### src/rtl/h2d_pkg.sv
package h2d_pkg;

    localparam int unsigned LEN_W    = 24;
    localparam int unsigned STREAM_W = 31;

    localparam logic [4:0]       PREFACE_LAST     = 5'd23;
    localparam logic [3:0]       HEADER_LAST      = 4'd8;
    localparam logic [LEN_W-1:0] MAX_FRAME_RESET  = 24'd16384;
    localparam logic [7:0]       TYPE_HEADERS     = 8'h01;
    localparam logic [7:0]       TYPE_SETTINGS    = 8'h04;
    localparam int unsigned      FLAG_ACK_BIT     = 0;
    localparam int unsigned      FLAG_PADDED_BIT  = 3;
    localparam int unsigned      FLAG_PRIO_BIT    = 5;
    localparam logic [LEN_W-1:0] PRIO_LEN         = 24'd5;
    localparam logic [LEN_W-1:0] PAD_START        = 24'd1;
    localparam logic [LEN_W-1:0] PAD_PRIO_START   = 24'd6;

    typedef enum logic [1:0] {
        PH_PREFACE,
        PH_HEADER,
        PH_PAYLOAD,
        PH_DEAD
    } t_phase;

    typedef enum logic [2:0] {
        KIND_BLOCK_BYTE    = 3'd0,
        KIND_EMPTY_BLOCK   = 3'd1,
        KIND_SEND_SETTINGS = 3'd2,
        KIND_SEND_ACK      = 3'd3,
        KIND_BAD_PREFACE   = 3'd4,
        KIND_TOO_LARGE     = 3'd5
    } t_kind;

    typedef struct packed {
        t_kind                kind;
        logic [7:0]           data;
        logic [STREAM_W-1:0]  stream_no;
        logic                 last;
    } t_result;

    // client connection preface, one byte per position
    function automatic logic [7:0] preface_byte(input logic [4:0] idx);
        logic [7:0] c;
        case (idx)
            5'd0:    c = 8'h50;
            5'd1:    c = 8'h52;
            5'd2:    c = 8'h49;
            5'd3:    c = 8'h20;
            5'd4:    c = 8'h2a;
            5'd5:    c = 8'h20;
            5'd6:    c = 8'h48;
            5'd7:    c = 8'h54;
            5'd8:    c = 8'h54;
            5'd9:    c = 8'h50;
            5'd10:   c = 8'h2f;
            5'd11:   c = 8'h32;
            5'd12:   c = 8'h2e;
            5'd13:   c = 8'h30;
            5'd14:   c = 8'h0d;
            5'd15:   c = 8'h0a;
            5'd16:   c = 8'h0d;
            5'd17:   c = 8'h0a;
            5'd18:   c = 8'h53;
            5'd19:   c = 8'h4d;
            5'd20:   c = 8'h0d;
            5'd21:   c = 8'h0a;
            5'd22:   c = 8'h0d;
            5'd23:   c = 8'h0a;
            default: c = 8'h00;
        endcase
        return c;
    endfunction

endpackage

### src/rtl/h2d_if.sv
interface h2d_in_if import h2d_pkg::*; ();
    logic       valid;
    logic       ready;
    logic [7:0] in_byte;

    modport source (output valid, output in_byte, input ready);
    modport sink   (input valid, input in_byte, output ready);
endinterface

interface h2d_out_if import h2d_pkg::*; ();
    logic                valid;
    logic                ready;
    logic [2:0]          kind;
    logic [7:0]          data;
    logic [STREAM_W-1:0] stream_no;
    logic                last;

    modport source (output valid, output kind, output data, output stream_no, output last,
                    input ready);
    modport sink   (input valid, input kind, input data, input stream_no, input last,
                    output ready);
endinterface

interface h2d_cfg_if import h2d_pkg::*; ();
    logic             valid;
    logic             ready;
    logic [LEN_W-1:0] max_frame_size;

    modport source (output valid, output max_frame_size, input ready);
    modport sink   (input valid, input max_frame_size, output ready);
endinterface

### src/rtl/http2_frame_deframer.sv
// a result beat is registered and valid on the cycle after the byte beat that causes it
// throughput: one byte per cycle while the output register is not stalled; the state update is a single pass per byte
// the output register takes a new result whenever it is empty or being drained
// configuration writes are taken every cycle (ready held high)
// synchronous active-low reset: preface phase, counters cleared, max frame size 16384
module http2_frame_deframer import h2d_pkg::*; (
    input  logic       i_clk,
    input  logic       i_rst_n,
    h2d_in_if.sink     i_in,
    h2d_cfg_if.sink    i_cfg,
    h2d_out_if.source  o_out
);

    logic    accept;
    logic    res_valid;
    t_result res;

    assign i_in.ready  = !o_out.valid || o_out.ready;
    assign i_cfg.ready = 1'b1;
    assign accept      = i_in.valid && i_in.ready;

    h2d_parser u_parser (
        .i_clk       (i_clk),
        .i_rst_n     (i_rst_n),
        .i_accept    (accept),
        .i_byte      (i_in.in_byte),
        .i_cfg_we    (i_cfg.valid),
        .i_cfg_max   (i_cfg.max_frame_size),
        .o_res_valid (res_valid),
        .o_res       (res)
    );

    h2d_out_reg u_out_reg (
        .i_clk   (i_clk),
        .i_rst_n (i_rst_n),
        .i_load  (accept && res_valid),
        .i_res   (res),
        .o_out   (o_out)
    );

    a_stall_blocks_input: assert property (@(posedge i_clk) disable iff (!i_rst_n)
        o_out.valid && !o_out.ready |-> !i_in.ready)
        else $error("byte taken while result stalled");

    a_data_only_block: assert property (@(posedge i_clk) disable iff (!i_rst_n)
        o_out.valid && (o_out.kind != KIND_BLOCK_BYTE) |-> o_out.data == 8'h0)
        else $error("data set on non-byte result");

    a_no_stream_preface: assert property (@(posedge i_clk) disable iff (!i_rst_n)
        o_out.valid && ((o_out.kind == KIND_SEND_SETTINGS) || (o_out.kind == KIND_BAD_PREFACE))
        |-> o_out.stream_no == '0)
        else $error("stream id on connection-level result");

    a_last_kind: assert property (@(posedge i_clk) disable iff (!i_rst_n)
        o_out.valid && o_out.last
        |-> (o_out.kind == KIND_BLOCK_BYTE) || (o_out.kind == KIND_EMPTY_BLOCK))
        else $error("last on non-block result");

endmodule

### src/rtl/h2d_parser.sv
module h2d_parser import h2d_pkg::*; (
    input  logic             i_clk,
    input  logic             i_rst_n,
    input  logic             i_accept,
    input  logic [7:0]       i_byte,
    input  logic             i_cfg_we,
    input  logic [LEN_W-1:0] i_cfg_max,
    output logic             o_res_valid,
    output t_result          o_res
);

    t_phase              r_phase, n_phase;
    logic [4:0]          r_pcount, n_pcount;
    logic                r_match, n_match;
    logic [3:0]          r_hcount, n_hcount;
    logic [LEN_W-1:0]    r_len, n_len;
    logic [7:0]          r_type, n_type;
    logic [7:0]          r_flags, n_flags;
    logic [STREAM_W-1:0] r_stream, n_stream;
    logic [LEN_W-1:0]    r_plcount, n_plcount;
    logic [LEN_W-1:0]    r_start, n_start;
    logic [LEN_W-1:0]    r_end, n_end;
    logic [LEN_W-1:0]    r_max;

    logic [STREAM_W-1:0] hdr_stream;
    logic [LEN_W-1:0]    byte_ext;
    logic [LEN_W-1:0]    pl_inc;
    logic [LEN_W-1:0]    pad_end;
    logic                blk_hdr;
    logic                blk_pl;
    logic                done;
    logic                done_blk;

    assign hdr_stream = {r_stream[STREAM_W-1:8], i_byte};
    assign byte_ext   = {16'h0, i_byte};
    assign pl_inc     = r_plcount + 24'd1;
    assign blk_hdr    = (r_type == TYPE_HEADERS) && (hdr_stream != '0);
    assign blk_pl     = (r_type == TYPE_HEADERS) && (r_stream != '0);
    // pad length that does not fit leaves the block end alone
    assign pad_end    = (byte_ext < r_len) ? (r_len - byte_ext) : r_end;

    always_ff @(posedge i_clk) begin
        if (!i_rst_n) begin
            r_phase   <= PH_PREFACE;
            r_pcount  <= '0;
            r_match   <= 1'b1;
            r_hcount  <= '0;
            r_len     <= '0;
            r_type    <= '0;
            r_flags   <= '0;
            r_stream  <= '0;
            r_plcount <= '0;
            r_start   <= '0;
            r_end     <= '0;
            r_max     <= MAX_FRAME_RESET;
        end else begin
            r_phase   <= n_phase;
            r_pcount  <= n_pcount;
            r_match   <= n_match;
            r_hcount  <= n_hcount;
            r_len     <= n_len;
            r_type    <= n_type;
            r_flags   <= n_flags;
            r_stream  <= n_stream;
            r_plcount <= n_plcount;
            r_start   <= n_start;
            r_end     <= n_end;
            if (i_cfg_we) begin
                r_max <= i_cfg_max;
            end
        end
    end

    always_comb begin
        n_phase     = r_phase;
        n_pcount    = r_pcount;
        n_match     = r_match;
        n_hcount    = r_hcount;
        n_len       = r_len;
        n_type      = r_type;
        n_flags     = r_flags;
        n_stream    = r_stream;
        n_plcount   = r_plcount;
        n_start     = r_start;
        n_end       = r_end;
        done        = 1'b0;
        done_blk    = 1'b0;
        o_res_valid = 1'b0;
        o_res       = '{kind: KIND_BLOCK_BYTE, data: 8'h0, stream_no: '0, last: 1'b0};

        if (i_accept) begin
            case (r_phase)
                PH_PREFACE: begin
                    n_match  = r_match && (i_byte == preface_byte(r_pcount));
                    n_pcount = r_pcount + 5'd1;
                    if (r_pcount == PREFACE_LAST) begin
                        o_res_valid = 1'b1;
                        if (n_match) begin
                            n_phase    = PH_HEADER;
                            n_hcount   = '0;
                            o_res.kind = KIND_SEND_SETTINGS;
                        end else begin
                            n_phase    = PH_DEAD;
                            o_res.kind = KIND_BAD_PREFACE;
                        end
                    end
                end
                PH_HEADER: begin
                    case (r_hcount)
                        4'd0:    n_len = {i_byte, 16'h0};
                        4'd1:    n_len[15:8] = i_byte;
                        4'd2:    n_len[7:0] = i_byte;
                        4'd3:    n_type = i_byte;
                        4'd4:    n_flags = i_byte;
                        4'd5:    n_stream = {i_byte[6:0], 24'h0};
                        4'd6:    n_stream[23:16] = i_byte;
                        4'd7:    n_stream[15:8] = i_byte;
                        default: n_stream = hdr_stream;
                    endcase
                    if (r_hcount == HEADER_LAST) begin
                        n_hcount = '0;
                        if (r_len > r_max) begin
                            n_phase           = PH_DEAD;
                            o_res_valid       = 1'b1;
                            o_res.kind        = KIND_TOO_LARGE;
                            o_res.stream_no   = hdr_stream;
                        end else begin
                            n_start = '0;
                            n_end   = '0;
                            if (blk_hdr) begin
                                n_end = r_len;
                                if (r_flags[FLAG_PADDED_BIT] && (r_len != '0)) begin
                                    n_start = PAD_START;
                                end else if (r_flags[FLAG_PRIO_BIT] && (r_len >= PRIO_LEN)) begin
                                    n_start = PRIO_LEN;
                                end
                            end
                            if (r_len == '0) begin
                                done     = 1'b1;
                                done_blk = blk_hdr;
                            end else begin
                                n_phase   = PH_PAYLOAD;
                                n_plcount = '0;
                            end
                        end
                    end else begin
                        n_hcount = r_hcount + 4'd1;
                    end
                end
                PH_PAYLOAD: begin
                    if (blk_pl) begin
                        if ((r_plcount == '0) && r_flags[FLAG_PADDED_BIT]) begin
                            // pad length byte: never part of the block
                            n_end = pad_end;
                            if (r_flags[FLAG_PRIO_BIT] && (pad_end >= PAD_PRIO_START)) begin
                                n_start = PAD_PRIO_START;
                            end
                        end else if ((r_plcount >= r_start) && (r_plcount < r_end)) begin
                            o_res_valid     = 1'b1;
                            o_res.kind      = KIND_BLOCK_BYTE;
                            o_res.data      = i_byte;
                            o_res.stream_no = r_stream;
                            o_res.last      = (pl_inc == r_end);
                        end
                    end
                    n_plcount = pl_inc;
                    if (pl_inc == r_len) begin
                        n_phase  = PH_HEADER;
                        n_hcount = '0;
                        done     = 1'b1;
                        done_blk = blk_pl;
                    end
                end
                default: begin
                end
            endcase

            // end of frame report when no block byte went out
            if (done && !o_res_valid) begin
                if ((r_type == TYPE_SETTINGS) && !r_flags[FLAG_ACK_BIT]) begin
                    o_res_valid     = 1'b1;
                    o_res.kind      = KIND_SEND_ACK;
                    o_res.stream_no = n_stream;
                end else if (done_blk && (n_start == n_end)) begin
                    o_res_valid     = 1'b1;
                    o_res.kind      = KIND_EMPTY_BLOCK;
                    o_res.stream_no = n_stream;
                    o_res.last      = 1'b1;
                end
            end
        end
    end

endmodule

### src/rtl/h2d_out_reg.sv
module h2d_out_reg import h2d_pkg::*; (
    input  logic      i_clk,
    input  logic      i_rst_n,
    input  logic      i_load,
    input  t_result   i_res,
    h2d_out_if.source o_out
);

    logic    r_valid;
    t_result r_res;

    always_ff @(posedge i_clk) begin
        if (!i_rst_n) begin
            r_valid <= 1'b0;
        end else if (i_load) begin
            r_valid <= 1'b1;
        end else if (o_out.ready) begin
            r_valid <= 1'b0;
        end
    end

    always_ff @(posedge i_clk) begin
        if (i_load) begin
            r_res <= i_res;
        end
    end

    assign o_out.valid     = r_valid;
    assign o_out.kind      = r_res.kind;
    assign o_out.data      = r_res.data;
    assign o_out.stream_no = r_res.stream_no;
    assign o_out.last      = r_res.last;

endmodule

### src/flat_wrapper.sv
// flat-port wrapper written by rule: the top's interface ports become plain ports
module http2_frame_deframer_flat import h2d_pkg::*;
  (i_clk, i_rst_n, i_in_valid, i_in_in_byte, i_in_ready, i_cfg_valid, i_cfg_max_frame_size, i_cfg_ready, o_out_valid, o_out_kind, o_out_data, o_out_stream_no, o_out_last, o_out_ready);
  h2d_in_if i_in_i ();
  h2d_cfg_if i_cfg_i ();
  h2d_out_if o_out_i ();
  input  logic i_clk;
  input  logic i_rst_n;
  input wire logic [$bits(i_in_i.valid)-1:0] i_in_valid;
  input wire logic [$bits(i_in_i.in_byte)-1:0] i_in_in_byte;
  output wire logic [$bits(i_in_i.ready)-1:0] i_in_ready;
  input wire logic [$bits(i_cfg_i.valid)-1:0] i_cfg_valid;
  input wire logic [$bits(i_cfg_i.max_frame_size)-1:0] i_cfg_max_frame_size;
  output wire logic [$bits(i_cfg_i.ready)-1:0] i_cfg_ready;
  output wire logic [$bits(o_out_i.valid)-1:0] o_out_valid;
  output wire logic [$bits(o_out_i.kind)-1:0] o_out_kind;
  output wire logic [$bits(o_out_i.data)-1:0] o_out_data;
  output wire logic [$bits(o_out_i.stream_no)-1:0] o_out_stream_no;
  output wire logic [$bits(o_out_i.last)-1:0] o_out_last;
  input wire logic [$bits(o_out_i.ready)-1:0] o_out_ready;
  assign i_in_i.valid = i_in_valid;
  assign i_in_i.in_byte = i_in_in_byte;
  assign i_in_ready = i_in_i.ready;
  assign i_cfg_i.valid = i_cfg_valid;
  assign i_cfg_i.max_frame_size = i_cfg_max_frame_size;
  assign i_cfg_ready = i_cfg_i.ready;
  assign o_out_valid = o_out_i.valid;
  assign o_out_kind = o_out_i.kind;
  assign o_out_data = o_out_i.data;
  assign o_out_stream_no = o_out_i.stream_no;
  assign o_out_last = o_out_i.last;
  assign o_out_i.ready = o_out_ready;
  http2_frame_deframer u_core (.i_clk(i_clk), .i_rst_n(i_rst_n), .i_in(i_in_i), .i_cfg(i_cfg_i), .o_out(o_out_i));
endmodule
### config.mk
export PLATFORM = sky130hd
export DESIGN_NAME = http2_frame_deframer_flat
export DESIGN_NICKNAME = d
export VERILOG_FILES = /design/src/rtl/h2d_pkg.sv /design/src/rtl/h2d_if.sv /design/src/rtl/http2_frame_deframer.sv /design/src/rtl/h2d_parser.sv /design/src/rtl/h2d_out_reg.sv /design/src/flat_wrapper.sv
export SDC_FILE = /design/constraint.sdc
export NUM_CORES = 1
export LEC_CHECK = 0
export BUFFER_PORTS_ARGS = -buffer_cell sky130_fd_sc_hd__buf_2
export CORE_UTILIZATION = 35
export DETAILED_ROUTE_END_ITERATION = 6
export SLEW_MARGIN = 20
export SYNTH_ARGS = -nofsm -noshare
export SYNTH_HDL_FRONTEND = slang
export SYNTH_SLANG_ARGS = --single-unit
export TNS_END_PERCENT = 10
### constraint.sdc
create_clock -name i_clk -period 10.5 [get_ports i_clk]
set_input_delay 1.575 -clock i_clk [delete_from_list [all_inputs] [get_ports i_clk]]
set_output_delay 1.575 -clock i_clk [all_outputs]
set_load 0.02 [all_outputs]
==> run_results.csv <==
group,metric,value,unit
floorplanning,initial_core_util,35.4,%
timing,timing.setup.tns,0,ps
clock_network,clk_pin_slew,60,ps
clock_network,postCtsHoldBufs,0,
timing,clock.fmax,137,MHz
synth,post_synth_num_cell_types,89,
critical_path,timing.critical_path.from_type,"input pin",
routing,drc_errors,0,
final_layout,fillCellCount,4724,
synth,syn-num-nets,2187,
routing,vias,16400,
synth,yosysTopAreaCellShare,22.7,%
timing,drv_slew,0,
global_routing,antenna_found_initial,5,
floorplanning,core,45300,um^2
critical_path,crit_required,10770,ps
final_layout,instances_no_fill,2679,
synth,ys_seq_elements,225,
critical_path,crit_type,"input pin to register",
placement,portBuffers,81,
routing,wl,65.2,mm
power,vdd_drop_max,0.136,mV
routing,drt-initial-drc-count,1741,
routing,wl_per_cell,24.3,um
power,p_leak,0.00676,uW
synth,yosysWarnings,0,
floorplanning,die_h,216,um
placement,dp_hpwl,47.9,mm
clock_network,root_buffer,"clkbuf_16",
timing,final.min_clock_period,7280,ps
floorplanning,io_pins,83,
timing,timing.final.crit_share,69.3,%
floorplanning,die_w,216,um
synth,async_flop_share,0,%
floorplanning,rows,78,
final_layout,fin_nets,2194,
timing,grt_setup_unrepaired,"false",
global_routing,grt_pass1_wl,97.2,mm
timing,hold_viol,0,
final_layout,drive_gt1_share,9.67,%
placement,placed_cells,2627,
routing,postRouteAntennaNets,0,
synth,synth_edf_count,43,
global_routing,track_usage,27.2,%
final_layout,area_growth_syn_to_layout,11.3,%
clock_network,clock_latency,580,ps
routing,dr.pass1.iters,5,
critical_path,worst_setup_path_end_kind,"register",
global_routing,overflow,0,
clock_network,cts_inserted_buffers,27,
timing,relSlewSlack,29.0,%
global_routing,grt_max_degree,95,
synth,synth_cells,2050,
hold_path,hp-class,"register to register",
critical_path,crit_fanout,29,
synth,seq_area_frac_synth,30.8,%
synth,synth_ff_type,"dfxtp_1",
global_routing,grt_pass1_vias,15400,
clock_network,cts-resized-gates,0,
clock_network,cts.sinks,225,
clock_network,cts_tree,"yes",
power,finalPower,1980,uW
final_layout,layout_common_cells,"223 x nor2_1, 182 x dfxtp_1, 179 x nand2_1",
status,outcome,"finished, final reports clean",
synth,syn_area,16000,um^2
timing,clock_skew,11.2,ps
critical_path,arrival,7550,ps
power,power_density,111,nW/um^2
synth,synth.top_cells.by_area,"dfxtp_1 23%, edfxtp_1 8.0%, ha_1 7.7%",
final_layout,final_common_cell,"nor2_1",
placement,gp_congestion,0.974,
hold_path,hold_depth,2,
synth,syn_avg_cell_area,7.83,um^2
clock_network,cts_setup_buffers,0,
critical_path,reg2reg_depth,16,
flow_run,cap_violations,0,
clock_network,cts_max_level,1,
timing,tightest_slew,1060,ps
timing,setup_viol,0,
floorplanning,fp.dieArea,46700,um^2
synth,yosys.area.top_type,"dfxtp_1",
routing,vias_per_cell,6.12,
clock_network,ctsLongestPathBuffers,3,
registers in the layout, indices dropped and copies added (netlist names), named ones only:
register / cells
u_core.u_parser.r_flags: 3
u_core.u_parser.r_stream: 31
u_core.u_out_reg.o_out.last: 1
u_core.u_parser.r_phase: 2
u_core.u_out_reg.o_out.data: 8
u_core.u_out_reg.o_out.kind: 3
u_core.u_parser.r_end: 24
u_core.u_parser.r_hcount: 4
u_core.u_parser.r_plcount: 24
u_core.u_parser.r_len: 24
u_core.u_parser.r_match: 1
u_core.u_parser.r_type: 8
u_core.u_out_reg.o_out.valid: 1
u_core.u_parser.r_pcount: 5
u_core.u_parser.r_start: 24
u_core.u_parser.r_max: 24
u_core.u_out_reg.o_out.stream_no: 31
synth_stat cells (18+ instances only):
library cell,number
xor2_1,30
and3_1,49
clkbuf_1,124
nand3_1,72
a22o_1,18
mux2i_1,27
nand4_1,52
and2_1,28
dfxtp_1,182
nand2_1,179
xnor2_1,55
a21oi_1,144
edfxtp_1,43
or4_1,18
ha_1,99
or3_1,22
nor3_1,45
nor2_1,224
a32oi_1,24
o211ai_1,21
o21ai_0,83
a22oi_1,23
a211oi_1,42
nor4_1,42
inv_1,118
stage by stage:
| stage | worst slack, ps | instance area (um^2) | hold slack [ps] | util [%] |
|---|---|---|---|---|
| after floorplan | 2530 | 16000 | 431 | - |
| after global placement | 2480 | 17000 | 440 | 37.5 |
| after detailed placement | 2340 | 17000 | 446 | 37.5 |
| after CTS | 2930 | 17800 | 454 | 39.4 |
| after global routing | 2800 | 17800 | 476 | 39.4 |
| final | 3220 | 17800 | 458 | 39.4 |
area by class of cell:
class / count / area, um^2 / share of cell area, %
tap: 600 / 751 / 4.21
timing repair buffer: 121 / 718 / 4.02
clock inverter: 20 / 158 / 0.883
multi-input combinational: 1564 / 10100 / 56.8
inverter: 118 / 445 / 2.50
sequential: 225 / 4930 / 27.6
clock buffer: 30 / 697 / 3.90
antenna: 1 / 2.50 / 0.0140
worst max-delay path, cell delays in order:
cell and delay (ps):
buf_2 340, inv_1 90, ha_1 440, nand2_1 130, a211oi_1 580, o211ai_1 330, a211oi_1 750, and2_1 230
a41oi_1 210, o31ai_1 290, buf_4 240, nand3_1 80, o311ai_0 530, nor2b_1 210, nand4b_1 290, o21ai_1 230
buf_4 220, nor2_1 90, nor2_4 400, buf_12 260
where the power goes:
part / leakage [uW] / internal [uW] / switching, uW
clock: 0.000412 / 508 / 413
sequential: 0.00188 / 891 / 16.5
combinational: 0.00447 / 53.8 / 101
cells by family (layout without fill, tap and decap cells):
logic type	Yosys count	count (layout)	share of synthesized area, %
simple gates	804	804	25.0
compound gates	532	532	22.5
buf+inv	261	289	6.23
flops	225	225	30.8
fa+ha+maj	100	100	7.85
xor+xnor	89	89	5.21
mux	38	38	2.46
other cells	1	2	0.0234
worst paths after layout:
| check | start | end | slack, ps |
|---|---|---|---|
| setup / recovery | i_in_in_byte[4] | u_core.u_out_reg.o_out.stream_no[10] | 3220 |
| hold reg to reg | u_core.u_parser.r_type[1] | u_core.u_parser.r_type[1] | 460 |
| setup reg to reg | u_core.u_parser.r_len[11] | u_core.u_out_reg.o_out.stream_no[18] | 3280 |
| hold / removal | u_core.u_parser.r_type[1] | u_core.u_parser.r_type[1] | 460 |
metal layers:
metal,up-vias,global-route usage [%],share of wire [%]
met4,6,12.1,4.6
met2,747,42.8,44
met5,-,0,0.060
li1,7549,-,-
met3,165,4.03,7.7
met1,7924,36.7,43
No activity file was read; power rests on OpenSTA's default activity.
